==> src/bmde_fifo.sv <==
// ----------------------------------------------------------------------------
// bmde_fifo
// Small result queue in front of the pop side.
// ----------------------------------------------------------------------------
module bmde_fifo (
	input  logic       clk,
	input  logic       arst_n,
	input  logic       wr,
	input  logic [1:0] wdata,
	input  logic       rd,
	output logic [1:0] rdata,
	output logic       empty,
	output logic [2:0] count
);

	logic [1:0] buf_q [4];
	logic [1:0] wp_q, rp_q;
	logic [2:0] cnt_q;

	assign rdata = buf_q[rp_q];
	assign empty = cnt_q == '0;
	assign count = cnt_q;

	always_ff @(posedge clk) begin
		if (wr)
			buf_q[wp_q] <= wdata;
	end

	always_ff @(posedge clk or negedge arst_n) begin
		if (!arst_n) begin
			wp_q  <= '0;
			rp_q  <= '0;
			cnt_q <= '0;
		end else begin
			if (wr)
				wp_q <= wp_q + 1'b1;
			if (rd)
				rp_q <= rp_q + 1'b1;
			cnt_q <= cnt_q + {2'b0, wr} - {2'b0, rd};
		end
	end

endmodule

==> config.mk <==
export PLATFORM = sky130hd
export DESIGN_NAME = bmde_fifo
export DESIGN_NICKNAME = d
export VERILOG_FILES = /design/src/bmde_fifo.sv
export SDC_FILE = /design/constraint.sdc
export NUM_CORES = 1
export LEC_CHECK = 0
export ABC_AREA = 1
export CAP_MARGIN = 20
export CORE_AREA = 2 2 40 42
export DETAILED_ROUTE_END_ITERATION = 10
export DIE_AREA = 0 0 42 44
export DONT_BUFFER_PORTS = 1
export HOLD_SLACK_MARGIN = 0.1
export PLACE_DENSITY = 0.66
export SKIP_CTS_REPAIR_TIMING = 1
export SLEW_MARGIN = 10
export SYNTH_ARGS = -nofsm -noshare
export SYNTH_HDL_FRONTEND = slang
export SYNTH_SLANG_ARGS = --single-unit
==> constraint.sdc <==
create_clock -name clk -period 2.1 [get_ports clk]
set_input_delay 0.315 -clock clk [delete_from_list [all_inputs] [get_ports clk]]
set_output_delay 0.315 -clock clk [all_outputs]
set_load 0.01 [all_outputs]
-- Word level (Yosys, flattened, before mapping)
Memory sizes are Yosys's and may differ from the RTL's.
Index checks and enable logic that the tools add are counted.
- bits in writable memories: 8
- output and inout port bits: 6
- register bits after elaboration: 7
- memories: 1
- memories (memory ; depth ; bits a word ; rd ports ; clocked after memory_dff ; wr ports ; RTL line ; source):
    buf_q ; 4 ; 2 ; 1 ; 0 ; 1 ; 16 ; logic [1:0] buf_q [4];
- add/subtract/negate cells: 4
- mux-type cells: 2
- reductions and logical operators: 1
- operators by type and width (cell ; count):
    $add 2x1->2 const B ; 2
    $add 3x1->3 ; 1
    $logic_not 3->1 ; 1
    $sub 3x1->3 ; 1
    $mux 1 ; 2

-- Depth between registers and ports, before layout
Gate-level depths: netlist of run 1.
- depth in word-level cells: 2
- depth in mapped cells: 8
- mapped depth without buffers: 8

-- Least setup slack after synthesis of run 1
No wires, ideal clock.
- kind: register -> register
- start point: register cnt_q[0], in the netlist count[0]
- end point: register cnt_q[2], in the netlist count[2]
- slack: 0.585 ns
- buffers on the path: 0
- arrival: 1.450 ns
- cell stages (with the launch flop): 9
- period minus slack after synthesis: 1.515 ns
- path through: dfrtp_1 -> inv_1 -> ha_1 -> inv_1 -> ha_1 -> fa_1 -> inv_1 -> nand3_1 -> nand2_1
- word-level cells in the longest chain between the ends: 2
- ends and longest elaborated chain (item ; RTL line ; source):
    start, declared ; 18 ; logic [2:0] cnt_q;
    start signal, assigned ; 39 ; cnt_q <= cnt_q + {2'b0, wr} - {2'b0, rd};
    $add 3x1->3 ; 39 ;
    $sub 3x1->3 ; 39 ;
No other way between the ends.
A chain may end at the register's enable or synchronous reset.

-- Final worst setup path of run 1
Ends and elaborated chain as after synthesis.

==> impl_metrics.toml, run 1 <==
[routing]
top_layer_used = "met4"
viasPerCell = 4.46
vias = 433
wl_um = 935
drc = 0
wl_met3_um = 32
wl_met2_um = 483
drtIter0Drc = 4
antenna_left = 0
wire_per_inst_um = 9.64
wl_met1_um = 410
first_pass_iters = 3

[worst_setup_path]
critPathRequiredTime_ns = 2.32
crit_top_cell = "inv_1"
rr_startpoint = "count[0]"
reg2reg_depth = 8
worst-setup-path-type = "reg2reg"
slowest_delay_ns = 0.43
setup.worst_path.start = "count[0]"
endpoint_kind = "register"
worst_path_max_delay_cell = "dfrtp_1"
path_cells = "inv_1 -> ha_1 -> inv_1 -> ha_1 -> fa_1 -> inv_1 -> nand3_1 -> nand2_1"
crit_path_end = "count[2]"
crit_path_start_kind = "register"
reg2reg_to = "count[2]"
crit_fanout = 3
crit_arrival_ns = 1.84
r2r_slack_ns = 0.48

[synthesis]
synth.area.top_cells = "edfxtp_1 (32%), dfrtp_1 (24%), nand2_1 (11%)"
synth_top_family_by_area = "simple AND/OR/NAND/NOR gates"
synth-compound-area-share_pct = 0.672
netlist_area_um2 = 744
synthDistinctLibCells = 12
syn-num-nets = 89
synth-seq-cells = 15
synthMuxAreaShare_pct = 0
synthXorXnorAreaFrac_pct = 3.53
syn_inst = 76
synth-adder-area-share_pct = 12.8
synthSimpleGateAreaFrac_pct = 14.6
syn_avg_cell_area_um2 = 9.80
yosysSeqAreaShare_pct = 55.8
synth_top_area_share_pct = 32.3
ys_warn_count = 0
yosysTopAreaCell = "edfxtp_1"

[power]
ir_worst_vdd_v = 0.000597
p_per_area_nw_per_um2 = 1270
cellLeakagePower_nw = 0.434
power_mw = 1.01

[timing]
min_period_over_period_pct = 77.0
maxSlewViolCount = 0
max-slew-margin-rel_pct = 76.0
finalSetupViolCount = 0
period_needed_ns = 1.62
skew_ns = 0.0125
finalHoldViolCount = 0
hold_slack_ns = 0.109
rsz0062_at_grt = "false"
tns_ns = 0
fmax_mhz = 618
tightestPinTransition_ns = 0.358

[finish]
areaGrowthSynthToFinish_pct = 7.56
diodes = 0
final_util_pct = 56.4
fill_cells = 132
layout.cells.most_common = "nand2_1"
layoutNonFillerInstCount = 97
layout_common_cells = "nand2_1 (21), inv_1 (17), edfxtp_1 (8)"
drive_above_1_share_pct = 11.1
finalNetCount = 95

[floorplanning]
initial_core_util_pct = 52.5
die_y_um = 44
die_area_um2 = 1850
core_um2 = 1420
io_pins = 12
row_count = 14
die_w_um = 42

[hold_path]
hold_class = "in2reg"
hold_depth = 1

[placement]
gp_congestion = 0.673
place_inst = 91
portBuffers = 0
hpwl_um = 756

[grt]
antenna_found_initial = 0
grt_usage_pct = 11.8
grt_pass1_wl_mm = 1.55
grt_pass1_vias = 400
overflow = 0
grt_max_degree = 10

[clocking]
clk_latency_ns = 0.28
cts_buffers = 3
root_buffer = "clkbuf_4"
cts_buffer_depth = 2
path_clk_slew_ns = 0.09
htreeDepth = 1
clock-sinks = 15
cts_tree = "yes"

[status]
status = "finished clean"

[job]
maxCapViolCount = 0
-- how the worst min path moves through the flow --
stage / endpoint / slack [ns] / startpoint
finish: wp_q[0] / 0.11 / wr
global route: wp_q[0] / 0.11 / wr
CTS: count[2] / -0.29 / arst_n
detailed placement: rp_q[0] / 0.02 / arst_n
global placement: rp_q[0] / 0.02 / arst_n
floorplan: count[0] / 0.02 / arst_n
-- Yosys cell counts, drive strengths merged --
| master | number |
|---|---|
| dfrtp | 7 |
| inv | 22 |
| nand2 | 21 |
| buf | 1 |
| nand3 | 5 |
| xor2 | 3 |
| ha | 6 |
| fa | 1 |
| o21ai | 1 |
| nor3 | 1 |
| edfxtp | 8 |
-- worst max-delay path: cells and delay by family (launching register included) --
kind | cells | cell delay [ns]
fa+ha+maj | 3 | 0.83
buf+inv | 3 | 0.16
flops | 1 | 0.43
simple gates | 2 | 0.13
-- sequential cells by signal, summed over array words and instances, names as in the netlist --
name   count
rp_q       2
buf_q      8
count      3
wp_q       2
-- through the flow --
stage,worst slack (ns),instance area (um^2)
final,0.482,801
after global routing,0.365,801
after CTS,0.469,781
after detailed placement,0.485,753
after global placement,0.539,753
after floorplan,0.585,744
-- where the power goes --
group / total (mW) / switching [mW] / internal, mW / leakage (nW)
combinational: 0.339 / 0.205 / 0.134 / 0.260
sequential: 0.521 / 0.107 / 0.414 / 0.156
clock: 0.154 / 0.0836 / 0.0705 / 0.0177
-- cell type report --
cell class | count | area [um^2] | area share, %
timing repair buffer | 2 | 20.0 | 2.50
sequential | 15 | 415 | 51.9
inverter | 22 | 82.6 | 10.3
multi-input combinational | 38 | 235 | 29.4
tap | 16 | 20.0 | 2.50
clock buffer | 3 | 22.5 | 2.81
clock inverter | 1 | 5.00 | 0.625
-- metal layers --
metal  global-route usage (%)  vias up
li1                         -      233
met1                     13.1      194
met2                     19.7        4
met3                     2.50        2
met4                     9.68        0
met5                        0        -
-- kinds of logic after synthesis --
| group | after synthesis |
|---|---|
| AND/OR/NAND/NOR | 27 |
| buffers and inverters | 23 |
| flip-flops | 15 |
| adder cells (fa/ha/maj) | 7 |
| XOR/XNOR | 3 |
| AO/OA/AOI/OAI | 1 |
Power figures use the tool's default switching activity.
==> run 2: changes to the inputs <==
- clock period: 2.1 -> 1.5 ns (I/O delays scaled with it)
==> impl_metrics.toml, run 2 (synthesis results as in run 1) <==
[finish]
layout.area.seq_um2 = 415
layoutNonFillerInstCount = 102
multi_input_area_um2 = 270
final_area_um2 = 881
layout_common_cells = "nand2_1 (20), inv_1 (14), inv_2 (8), edfxtp_1 (8), dfrtp_1 (7)"
largest_register = "buf_q"
finalNetCount = 100
fill_cells = 122
largest_reg_flops = 8
final_util_pct = 62.1
diodes = 0
layout.cells.most_common = "nand2_1"
drive_above_1_share_pct = 22.1
areaGrowthSynthToFinish_pct = 18.3

[timing]
finalSetupViolCount = 2
fmax_mhz = 657
rsz0062_at_grt = "true"
tightestPinTransition_ns = 0.356
maxSlewViolCount = 0
skew_ns = 0.0135
setup_slack_ns = -0.0230
period_needed_ns = 1.52
min_period_over_period_pct = 102
finalHoldViolCount = 0
hold_slack_ns = 0.0314
tns_ns = -0.0436
max-slew-margin-rel_pct = 76.1

[floorplanning]
core_um2 = 1420
io_pins = 12
row_count = 14
die_w_um = 42
initial_core_util_pct = 52.5
die_y_um = 44
die_area_um2 = 1850

[routing]
vias = 469
drc = 0
drtIter0Drc = 5
antenna_left = 0
first_pass_iters = 2
wl_mm = 1.23
wire_per_inst_um = 12.1
viasPerCell = 4.60

[clocking]
cts_buffers = 3
clock-sinks = 15
cts_tree = "yes"
cts_buffer_depth = 2
clk_latency_ns = 0.29
path_clk_slew_ns = 0.10
root_buffer = "clkbuf_4"
htreeDepth = 1

[grt]
grt_max_degree = 10
overflow = 0
grt_usage_pct = 15.7
grt_pass1_vias = 463
antenna_found_initial = 0
grt_pass1_wl_mm = 1.99

[power]
cellLeakagePower_nw = 0.454
p_per_area_nw_per_um2 = 1820
power_mw = 1.60
ir_worst_vdd_v = 0.000999

[placement]
portBuffers = 0
dp_slack_ns = 0.0253
placed_area_um2 = 763
place_inst = 92
hpwl_um = 837
gp_congestion = 0.634

[worst_setup_path]
critPathRequiredTime_ns = 1.27
crit_path_start_kind = "register"
crit_fanout = 2
endpoint_kind = "primary output"
worst-setup-path-type = "reg2out"
crit_arrival_ns = 1.30

[job]
maxCapViolCount = 0

[hold_path]
hold_class = "in2reg"

[status]
status = "finished, violations left"
violations = "negative setup slack"
-- run 2: metal layers --
layer	wire length (um)	GRT usage [%]	vias to the layer above
li1	-	-	244
met2	711	26.9	7
met3	28	3.33	4
met1	459	16.4	214
met5	0	0	-
met4	33	13.5	0
-- run 2: final timing paths --
kind / start / endpoint / slack, ns / cells after the start
worst max-delay path: count[0] / empty / -0.02 / 3
worst min-delay path: wr / wp_q[1] / 0.03 / 1
worst max register to register: count[0] / count[2] / -0.02 / 7
worst min register to register: wp_q[1] / wp_q[1] / 0.60 / 2
max in group asynchronous: arst_n / wp_q[1] / 1.00 / 1
min in group asynchronous: arst_n / rp_q[1] / 0.25 / 1
-- run 2: worst max-delay path, stage by stage, from the launching register on --
cell	delay, ns
dfrtp_1	0.40
buf_4	0.13
buf_4	0.13
nor3_1	0.34
-- run 2: power by group --
group          switching, mW  total [mW]  internal, mW
Clock                  0.132       0.231        0.0992
Combinational          0.370       0.651         0.281
Sequential             0.137       0.717         0.580
-- run 2: final cells by class --
cell class	instances	area share, %
clock buffers	3	2.56
clock inverters	1	0.568
inverters	22	9.37
multi-input cells	38	30.7
flip-flops and latches	15	47.2
well taps	16	2.27
repair buffers	7	7.39
