[src/bmde_pkg.sv]
// ----------------------------------------------------------------------------
// bmde_pkg
// Shared types and constants for the 3x3 binary morphology block.
// ----------------------------------------------------------------------------
package bmde_pkg;

	localparam int unsigned MAX_ROWS_DEF = 2048;
	localparam int unsigned ROWS_W       = 12;
	localparam int unsigned COLS_W       = 16;
	localparam int unsigned MASK_W       = 9;
	localparam int unsigned CFG_IDX_W    = 2;
	localparam int unsigned CFG_DATA_W   = 16;

	localparam logic [CFG_IDX_W-1:0] REG_MODE = 2'd0;
	localparam logic [CFG_IDX_W-1:0] REG_MASK = 2'd1;
	localparam logic [CFG_IDX_W-1:0] REG_ROWS = 2'd2;
	localparam logic [CFG_IDX_W-1:0] REG_COLS = 2'd3;

	localparam logic MODE_DILATE = 1'b0;
	localparam logic MODE_ERODE  = 1'b1;
	localparam logic CMD_PIXEL   = 1'b0;
	localparam logic CMD_FLUSH   = 1'b1;

	// classified request from the front end to the back end
	typedef struct packed {
		logic pix;
		logic first_col;   // column_position == 0
		logic second_col;  // column_position == 1
		logic emit;
		logic top;         // output row is 0
		logic bottom;      // output row is last
		logic left;        // output column is 0
		logic right;       // output column is last
		logic last;
	} bmde_req_t;

	function automatic logic [MASK_W-1:0] reflect9(input logic [MASK_W-1:0] m);
		logic [MASK_W-1:0] r;
		for (int k = 0; k < MASK_W; k++)
			r[MASK_W-1-k] = m[k];
		return r;
	endfunction

endpackage

[src/bmde_front.sv]
// ----------------------------------------------------------------------------
// bmde_front
// Tracks frame position and classifies each request for the back end.
// ----------------------------------------------------------------------------
module bmde_front #(
	parameter int unsigned MAX_ROWS = bmde_pkg::MAX_ROWS_DEF,
	parameter int unsigned RA_W     = $clog2(MAX_ROWS)
) (
	input  logic                            clk,
	input  logic                            arst_n,
	input  logic                            in_valid,
	input  logic                            cmd,
	input  logic                            pixel,
	input  logic [bmde_pkg::ROWS_W-1:0]     rows,
	input  logic [bmde_pkg::COLS_W-1:0]     cols,
	output logic                            req_valid,
	output logic [RA_W-1:0]                 req_addr,
	output bmde_pkg::bmde_req_t             req
);

	localparam int unsigned RP_W = RA_W + 1;

	logic [RP_W-1:0]               row_q;
	logic [bmde_pkg::COLS_W:0]     col_q;
	logic [RP_W-1:0]               nrows;
	logic [bmde_pkg::COLS_W:0]     ncols;
	logic [RP_W-1:0]               r0;
	logic [bmde_pkg::COLS_W:0]     c0, c1;
	logic [RP_W-1:0]               rn;
	logic [bmde_pkg::COLS_W:0]     cn;
	logic                          skip, have, in_img;
	logic [RP_W-1:0]               ro;
	logic [bmde_pkg::COLS_W:0]     co;

	always_comb begin
		if (rows == '0)
			nrows = RP_W'(1);
		else if (32'(rows) > MAX_ROWS)
			nrows = RP_W'(MAX_ROWS);
		else
			nrows = RP_W'(rows);
		ncols = (cols == '0) ? (bmde_pkg::COLS_W+1)'(1) : {1'b0, cols};

		r0 = row_q;
		c0 = col_q;
		if (r0 >= nrows) begin
			r0 = '0;
			c0 = c0 + 1'b1;
		end
		c1 = c0;
		if (c0 > ncols + 1'b1) begin
			r0 = '0;
			c1 = '0;
		end
		skip = (cmd == bmde_pkg::CMD_FLUSH) && r0 == '0 && c1 == '0;
		in_img = (cmd == bmde_pkg::CMD_PIXEL) && (c1 < ncols);

		if (r0 != '0) begin
			have = c1 >= 1;
			ro   = r0 - 1'b1;
			co   = c1 - 1'b1;
		end else begin
			have = c1 >= 2;
			ro   = nrows - 1'b1;
			co   = c1 - 2'd2;
		end

		rn = r0 + 1'b1;
		cn = c1;
		if (rn >= nrows) begin
			rn = '0;
			cn = c1 + 1'b1;
		end

		req.pix        = in_img & pixel;
		req.first_col  = c1 == '0;
		req.second_col = c1 == 1;
		req.emit       = have && co < ncols;
		req.top        = ro == '0;
		req.bottom     = ro + 1'b1 >= nrows;
		req.left       = co == '0;
		req.right      = co + 1'b1 >= ncols;
		req.last       = ro == nrows - 1'b1 && co == ncols - 1'b1;
		if (req.emit && req.last) begin
			rn = '0;
			cn = '0;
		end
		req_addr  = RA_W'(r0);
		req_valid = in_valid && !skip;
	end

	always_ff @(posedge clk or negedge arst_n) begin
		if (!arst_n) begin
			row_q <= '0;
			col_q <= '0;
		end else if (in_valid) begin
			if (skip) begin
				row_q <= r0;
				col_q <= c1;
			end else begin
				row_q <= rn;
				col_q <= cn;
			end
		end
	end

endmodule

[config.mk]
export PLATFORM = sky130hd
export DESIGN_NAME = bmde_front
export DESIGN_NICKNAME = d
export VERILOG_FILES = /design/src/bmde_pkg.sv /design/src/bmde_front.sv
export SDC_FILE = /design/constraint.sdc
export NUM_CORES = 1
export LEC_CHECK = 0
export BUFFER_PORTS_ARGS = -buffer_cell sky130_fd_sc_hd__buf_2
export CAP_MARGIN = 0
export CORE_MARGIN = 1.5
export CORE_UTILIZATION = 60
export CTS_CLUSTER_DIAMETER = 120
export DETAILED_ROUTE_END_ITERATION = 8
export MAX_ROUTING_LAYER = met4
export PLACE_DENSITY = 0.84
export SLEW_MARGIN = 20
export SYNTH_ARGS = -nofsm -noshare
export SYNTH_HDL_FRONTEND = slang
export SYNTH_SLANG_ARGS = --single-unit
[constraint.sdc]
create_clock -name clk -period 13.5 [get_ports clk]
set_input_delay 1.35 -clock clk [delete_from_list [all_inputs] [get_ports clk]]
set_output_delay 1.35 -clock clk [all_outputs]
set_load 0.005 [all_outputs]
[After elaboration in Yosys (flattened, before gate mapping)]
Cells that the tools add are included.
Operators by class
  $add $sub $neg: 11
  $lt $le $gt $ge: 10
  equality and inequality tests: 3
  muxes and demuxes: 16
  bitwise gates (word level): 2
  reductions and logical operators: 15
Operators with widths (count)
  two-way mux 17 bit: 6
  two-way mux 12 bit: 8
  adder 17 x 1 -> 17 bit (second input constant): 3
  >= comparator 12 bit: 3
  zero test 12 bit: 3
  zero test 17 bit: 2
  less-than comparator 17 x 16 -> 1 bit: 2
  adder 12 x 1 -> 12 bit (second input constant): 2
  subtractor 12 x 1 -> 12 bit (second input constant): 2
  adder 16 x 1 -> 17 bit (second input constant): 1
  == test 17 x 1 -> 1 bit (second input constant): 1
  == test 17 bit: 1
  >= comparator 17 x 1 -> 1 bit (second input constant): 1
  >= comparator 17 x 16 -> 1 bit: 1
  >= comparator 17 x 2 -> 1 bit (second input constant): 1
  greater-than comparator 17 bit: 1
  subtractor 16 x 1 -> 17 bit (second input constant): 1
  subtractor 17 x 1 -> 17 bit (second input constant): 1
  subtractor 17 x 2 -> 17 bit (second input constant): 1
  zero test 16 bit: 1
  two-way mux 16 bit: 1
  == test 12 bit: 1
  greater-than comparator 12 bit (second input constant): 1
  nonzero test 12 bit: 1
  other kinds (5): 11
Word-level totals
  register bits after elaboration: 29
  bits of input ports: 33
  output and inout bits: 21

[Depth between registers and ports, before layout]
Gate-level depths: netlist of run 1.
  word-level depth: 14
  depth in mapped cells: 46

[Worst setup path after synthesis of run 1]
Ideal clock, no wire load.
  path type: input port to output port
  start: input rows[7] in the netlist's numbering
  end: output req[3] in the netlist's numbering
  arrival: 10327 ps
  path slack: 1823 ps
  stages: 44
  cells stage by stage: or4_1 > nor2_1 > a31oi_1 > nor2_1 > ha_1 > nand2b_1 > a2111o_1 > a211oi_2 > buf_4 > buf_2 > nor4b_1 > xnor2_1 > inv_1 > ha_1 > nand4_1 > nor3_1 > nand3_1 > a32oi_4 > [... 8 more ...] > buf_4 > clkbuf_1 > clkbuf_1 > a21oi_1 > ha_1 > ha_1 > a21o_1 > a21o_1 > a21o_1 > a21o_1 > a21o_1 > a21o_1 > a21oi_1 > nor2b_1 > o21ai_0 > nand2b_1 > a21o_1 > a21o_1
RTL lines
  from (decl): line bmde_front.sv:14  | input logic [bmde_pkg::ROWS_W-1:0] rows,
  to (decl): line bmde_front.sv:18  | output bmde_pkg::bmde_req_t req

==> reports/results.ini, run 1 <==
[layout]
drive_gt1_share_pct=9.874
antenna_cells=0
final_cells=1375
areaGrowthSynthToFinish_pct=6.084
nets=1343
fillers=1269

[synthesis]
synth_commonest_cells=ha_1 (116), nor2_1 (106), nand2_1 (105), xnor2_1 (84), inv_1 (65)
synth_edf_count=0
synth_ff_type=dfrtp_1
netlist_area_sq_um=8576
synthesis.nets=1324
synthCells=1175
synth.top_cell.area_share_pct=16.92
yosys.cell_types.count=95
synthTopCellsByArea=ha_1 (17%), xnor2_1 (8.6%), dfrtp_1 (8.5%)
ys_seq_area_share_pct=8.462
ys_async_sr_fraction_pct=100.0
yosysTopAreaCell=ha_1
synth_seq_cells=29
avgSynthCellArea_sq_um=7.298
ys.warnings.count=0
yosysMostFrequentCell=ha_1

[pwr]
clkPwrFrac_pct=7.8
pwr_density_cell_nw_per_um2=178.6
p_switching_mw=0.9063
combPwrFrac_pct=83.4
power.internal_mw=0.7185
power_frac_seq_pct=8.8
switching_share_pct=55.78
irDropWorstVdd_uv=143.2
cellLeakagePower_nw=3.998

[setup_path]
critPathMaxFanout=25
cp_data_arrival_time_ns=11.24
cpMostUsedCell=ha_1
end_kind=primary output
cp-start-kind=primary input
cp.required_ns=12.15
worst-path-stages=44
critPathKind=in -> out
worstRegToRegCells=35
max_stage_delay_ns=0.65
cp.buffers_inverters=6
slowest_stage=mux2i_1
cp_top_family=compound AO/OA/AOI/OAI gates

[cts]
clk_latency_ns=0.28
numCtsBuffers=5
path_clk_slew_ns=0.05
cts_setup_buffers=0
htreeDepth=2
cts_tree=done
root_buffer=clkbuf_16
cts.sinks=29
cts_buffer_depth=2

[sta]
setup_viol=0
hold_viol_final=0
max_clock_freq_mhz=79.45
fin_crit_sh_pct=93.24
relSlewSlack_pct=33.46
slew_viol_final=0
fin_setup_tns_ns=0
rsz0062_at_grt=false
worstMarginPinSlew_ns=0.9876
holdWs_ns=0.5577
period_minus_slack_ns=12.59
skew_ns=0.004667

[floorplan]
rows=43
die_h_um=122.6
die-area_sq_um=15020
core-area_sq_um=13930
fp.dieW_um=122.6
initial_utilization_pct=61.54
io-pin-count=54

[detailed_routing]
drc=0
vias=9515
routed_wl_um=29740
drt_iter0_drc=1221
wl_per_cell_um=21.63
routed_via_density=6.920
drt-pass1-iter-count=7
ant_nets=0

[run]
drv_cap=0

[global_route]
grt_overflow_total=0
grt_max_degree=32
grt_pass1_wl_um=45860
grtUsageTotal_pct=40.00
grt_pass1_vias=8302
antenna_found_initial=0

[placed_design]
placed_cells=1367
place.gp.congestion=1.056
port_buffers=53
dpl.hpwl_um=23820

[outcome]
status=finished, final reports clean

[worst_hold_path]
hold_class=reg -> reg
min_path_cells=1

[sequential cells by signal, indices dropped and copies added (netlist names)]
signal,flops
col_q,17
row_q,12
[layer usage]
layer | global-route usage, % | wire length, um
met5 | - | 0
met1 | 57.63 | 12650
met4 | 10.39 | 782
met2 | 57.30 | 12660
met3 | 7.110 | 3642
[repair_timing]
item	CTS	global route
resized for setup	0	3
hold buffers	0	0
endpoints found under the setup margin	0	3
[cells in the final DEF (no fill, tap or decap), types with 5 or more instances in the layout]
cell / netlist / layout
xnor2_1: 84 / 84
xor2_1: 29 / 28
buf_4: 4 / 18
nand2_1: 105 / 105
a211oi_2: 6 / 6
or3_1: 14 / 14
nor4b_1: 6 / 6
a22o_1: 6 / 6
nor4_1: 25 / 24
nor2b_1: 11 / 11
o31ai_1: 7 / 7
nand4_1: 32 / 32
and3_1: 26 / 26
ha_1: 116 / 116
a31oi_1: 11 / 11
nand4b_1: 5 / 5
mux2i_1: 11 / 11
a22oi_1: 6 / 6
nand2b_1: 11 / 11
o21a_1: 19 / 18
o21ai_0: 40 / 39
nand3_1: 49 / 49
o211ai_1: 18 / 18
buf_2: 13 / 53
o32ai_1: 8 / 8
nor3_1: 39 / 39
or4_1: 12 / 12
o2111ai_1: 5 / 5
and2_1: 14 / 14
inv_1: 65 / 65
a211oi_1: 13 / 13
clkbuf_16: 0 / 5
a21o_1: 22 / 22
dfrtp_1: 29 / 29
a21oi_1: 52 / 52
or2_2: 6 / 6
and4_1: 11 / 11
nor2_1: 106 / 106
[worst paths after layout]
kind | start | endpoint | slack (ns)
worst min register to register | col_q[16]$_DFFE_PN0P_ | col_q[16]$_DFFE_PN0P_ | 0.56
worst max register to register | row_q[5]$_DFFE_PN0P_ | col_q[10]$_DFFE_PN0P_ | 2.89
max in group asynchronous | arst_n | col_q[10]$_DFFE_PN0P_ | 11.99
worst max-delay path | rows[7] | req[1] | 0.91
min in group asynchronous | arst_n | row_q[6]$_DFFE_PN0P_ | 1.09
worst min-delay path | col_q[16]$_DFFE_PN0P_ | col_q[16]$_DFFE_PN0P_ | 0.56
[final cells by class]
cell class | instances | area, sq um | share of cell area (%)
clock buffer | 5 | 125.1 | 1.375
clock inverter | 3 | 46.29 | 0.5089
inverter | 68 | 255.2 | 2.806
multi-input combinational | 1019 | 7320 | 80.46
sequential | 29 | 725.7 | 7.977
tap | 180 | 225.2 | 2.476
timing repair buffer | 71 | 400.4 | 4.401
[per-stage QoR]
stage	area [sq um]	setup slack, ns	power [mW]	util, %
after detailed placement	8911	0.7242	1.445	63.95
after CTS	9082	0.6677	1.582	65.18
after global routing	9097	0.05546	1.746	65.29
after floorplan	8576	1.823	1.104	-
after global placement	8911	1.070	1.428	63.95
final	9097	0.9131	1.625	65.29
[kinds of logic (layout without fill, tap and decap cells)]
group	count (synthesis)	after routing	synth area share, %
AO/OA/AOI/OAI	285	285	24.82
XOR/XNOR	115	115	12.07
adder cells (fa/ha/maj)	116	116	16.92
buffers and inverters	127	147	6.405
flip-flops	29	29	8.462
multiplexers	12	12	1.547
AND/OR/NAND/NOR	491	491	29.78
[power groups by stage]
stage,registers [mW],clock network (mW),logic (mW)
finish,0.143,0.127,1.35
global route,0.146,0.132,1.47
CTS,0.140,0.128,1.31
detailed placement,0.142,0,1.30
global placement,0.141,0,1.29
floorplan,0.114,0,0.990
[worst reg2reg max path: cells and delay by family (launching register included)]
| kind | cells | cell delay (ns) |
|---|---|---|
| compound gates | 19 | 4.85 |
| simple gates | 8 | 2.86 |
| fa+ha+maj | 4 | 1.29 |
| buf+inv | 3 | 0.57 |
| flops | 1 | 0.50 |
| xor+xnor | 1 | 0.40 |
No activity file was read; power rests on OpenSTA's default activity.
==> inputs of run 2 (changes only) <==
--- a/config.mk
+++ b/config.mk
@@ -12,7 +12,7 @@
 export CTS_CLUSTER_DIAMETER = 120
 export DETAILED_ROUTE_END_ITERATION = 8
 export MAX_ROUTING_LAYER = met4
-export PLACE_DENSITY = 0.84
+export PLACE_DENSITY = 0.89
 export SLEW_MARGIN = 20
 export SYNTH_ARGS = -nofsm -noshare
 export SYNTH_HDL_FRONTEND = slang
==> run 2 against run 1 <==
  * Maximum frequency fell by 1.8%
  * Critical path type unchanged
  * Sequential power about the same
  * Clock skew is 0.0028 ns higher
  * Utilization down 0.28 points
  * Critical endpoint unchanged
  * Highest routed layer unchanged
  * First-iteration DRC count is 12% higher
  * Via count is 0.13% higher
  * Largest cell class unchanged
  * Cell area down 0.43%
  * Power down 2.4%
  * Final cell count fell by 0.22%
  * Setup slack worse by 0.23 ns
==> reports/results.ini, run 2 (synthesized netlist as in run 1, its figures left out) <==
[outcome]
status=finished, final reports clean

[setup_path]
cp.buffers_inverters=6
cp-endpoint=req[1]
end_kind=primary output
cp-start-kind=primary input
critPathKind=in -> out
reg2reg_slack_ns=2.81
cp.required_ns=12.15
r2r-end=col_q[10]$_DFFE_PN0P_
cp_top_family=compound AO/OA/AOI/OAI gates
slowest_stage=or4_1
r2r_start=row_q[9]$_DFFE_PN0P_
worstRegToRegCells=35
cp_data_arrival_time_ns=11.47
critPathMaxFanout=16
worst-path-stages=43
max_stage_delay_ns=0.60
critPathLaunch=rows[7]

[layout]
top_register=col_q
final_area_sq_um=9059
areaGrowthSynthToFinish_pct=5.632
antenna_cells=0
nets=1341
layout_common_cells=ha_1 (116), nor2_1 (106), nand2_1 (105)
fillers=1238
final_cells=1372
largest_registers=col_q (17), row_q (12)
final_common_cell=ha_1
drive_gt1_share_pct=9.564
fin_util_pct=65.01
largest_reg_flops=17

[cts]
numCtsBuffers=5
cts_setup_buffers=0
clk_latency_ns=0.28
cts_tree=done
htreeDepth=2
path_clk_slew_ns=0.04
cts.sinks=29
cts_resized=0
root_buffer=clkbuf_16
holdBufCountCts=0
cts_buffer_depth=2

[global_route]
antenna_found_initial=0
grtUsageTotal_pct=39.62
grt_pass1_vias=8542
grt_overflow_total=0
grt_pass1_wl_um=45450
grt_max_degree=32

[pwr]
pwr_density_cell_nw_per_um2=175.0
irDropWorstVdd_uv=142.2
cellLeakagePower_nw=3.978

[floorplan]
die-area_sq_um=15020
fp.dieW_um=122.6
initial_utilization_pct=61.54
core-area_sq_um=13930
io-pin-count=54
die_h_um=122.6
rows=43

[placed_design]
place.gp.congestion=1.076
post_dp_cell_area_sq_um=8896
port_buffers=53
placed_cells=1365
dpl.hpwl_um=23630

[sta]
slew_viol_final=0
skew_ns=0.007430
relSlewSlack_pct=34.29
worstMarginPinSlew_ns=0.9753
fin_crit_sh_pct=94.96
period_minus_slack_ns=12.82
rsz0062_at_grt=false
fin_setup_tns_ns=0
setup_viol=0
max_clock_freq_mhz=78.00
hold_viol_final=0

[run]
drv_cap=0

[detailed_routing]
drt_iter0_drc=1366
drc=0
vias=9527
drt-pass1-iter-count=6
ant_nets=0
routed_via_density=6.944
wl_per_cell_um=21.29
routed_wl_um=29210

[worst_hold_path]
hold_class=reg -> reg

==> run 2: cell types whose count changed in the layout (fill, tap and decap cells not counted), sizes merged <==
cell / before / now
clkinvlp: 1 / 0
buf: 71 / 69
bufinv: 1 / 0
clkinv: 3 / 2
clkbuf: 5 / 7
==> run 2: how the worst min path moves through the flow <==
stage	cells after the start	endpoint	start	slack, ns
finish	1	col_q[16]$_DFFE_PN0P_	col_q[16]$_DFFE_PN0P_	0.52
global placement	1	col_q[16]$_DFFE_PN0P_	col_q[16]$_DFFE_PN0P_	0.52
global route	1	col_q[16]$_DFFE_PN0P_	col_q[16]$_DFFE_PN0P_	0.53
CTS	1	col_q[16]$_DFFE_PN0P_	col_q[16]$_DFFE_PN0P_	0.53
floorplan	1	col_q[16]$_DFFE_PN0P_	col_q[16]$_DFFE_PN0P_	0.48
detailed placement	1	col_q[16]$_DFFE_PN0P_	col_q[16]$_DFFE_PN0P_	0.52
==> run 2: layout make-up <==
type,instances,area (sq um),area share (%)
Sequential cell,29,725.7,8.011
Clock buffer,7,142.6,1.575
Tap cell,180,225.2,2.486
Timing Repair Buffer,69,385.4,4.254
Inverter,68,255.2,2.818
Multi-Input combinational cell,1019,7325,80.86
==> run 2: routing by layer <==
| metal | GRT usage [%] | up-vias | part of all wire [%] |
|---|---|---|---|
| met2 | 56.39 | 691 | 42 |
| met1 | 56.20 | 4332 | 43 |
| met3 | 6.738 | 101 | 12 |
| met4 | 13.66 | 0 | 3.4 |
| met5 | - | - | 0 |
| li1 | - | 4403 | - |
==> run 2: metrics by stage <==
stage	total power, mW	hold WS, ns	worst slack, ns
floorplan	1.104	0.4765	1.823
global placement	1.406	0.5233	0.9343
detailed placement	1.427	0.5155	0.5600
CTS	1.543	0.5255	0.5121
global route	1.709	0.5315	0.06142
finish	1.585	0.5194	0.6800
==> run 2: power by group <==
| group | total, mW | internal, mW | leakage, nW | switching, mW |
|---|---|---|---|---|
| combinational | 1.34 | 0.527 | 3.54 | 0.809 |
| clock | 0.106 | 0.0719 | 0.0700 | 0.0345 |
| sequential | 0.143 | 0.102 | 0.371 | 0.0409 |
| total | 1.59 | 0.701 | 3.98 | 0.884 |
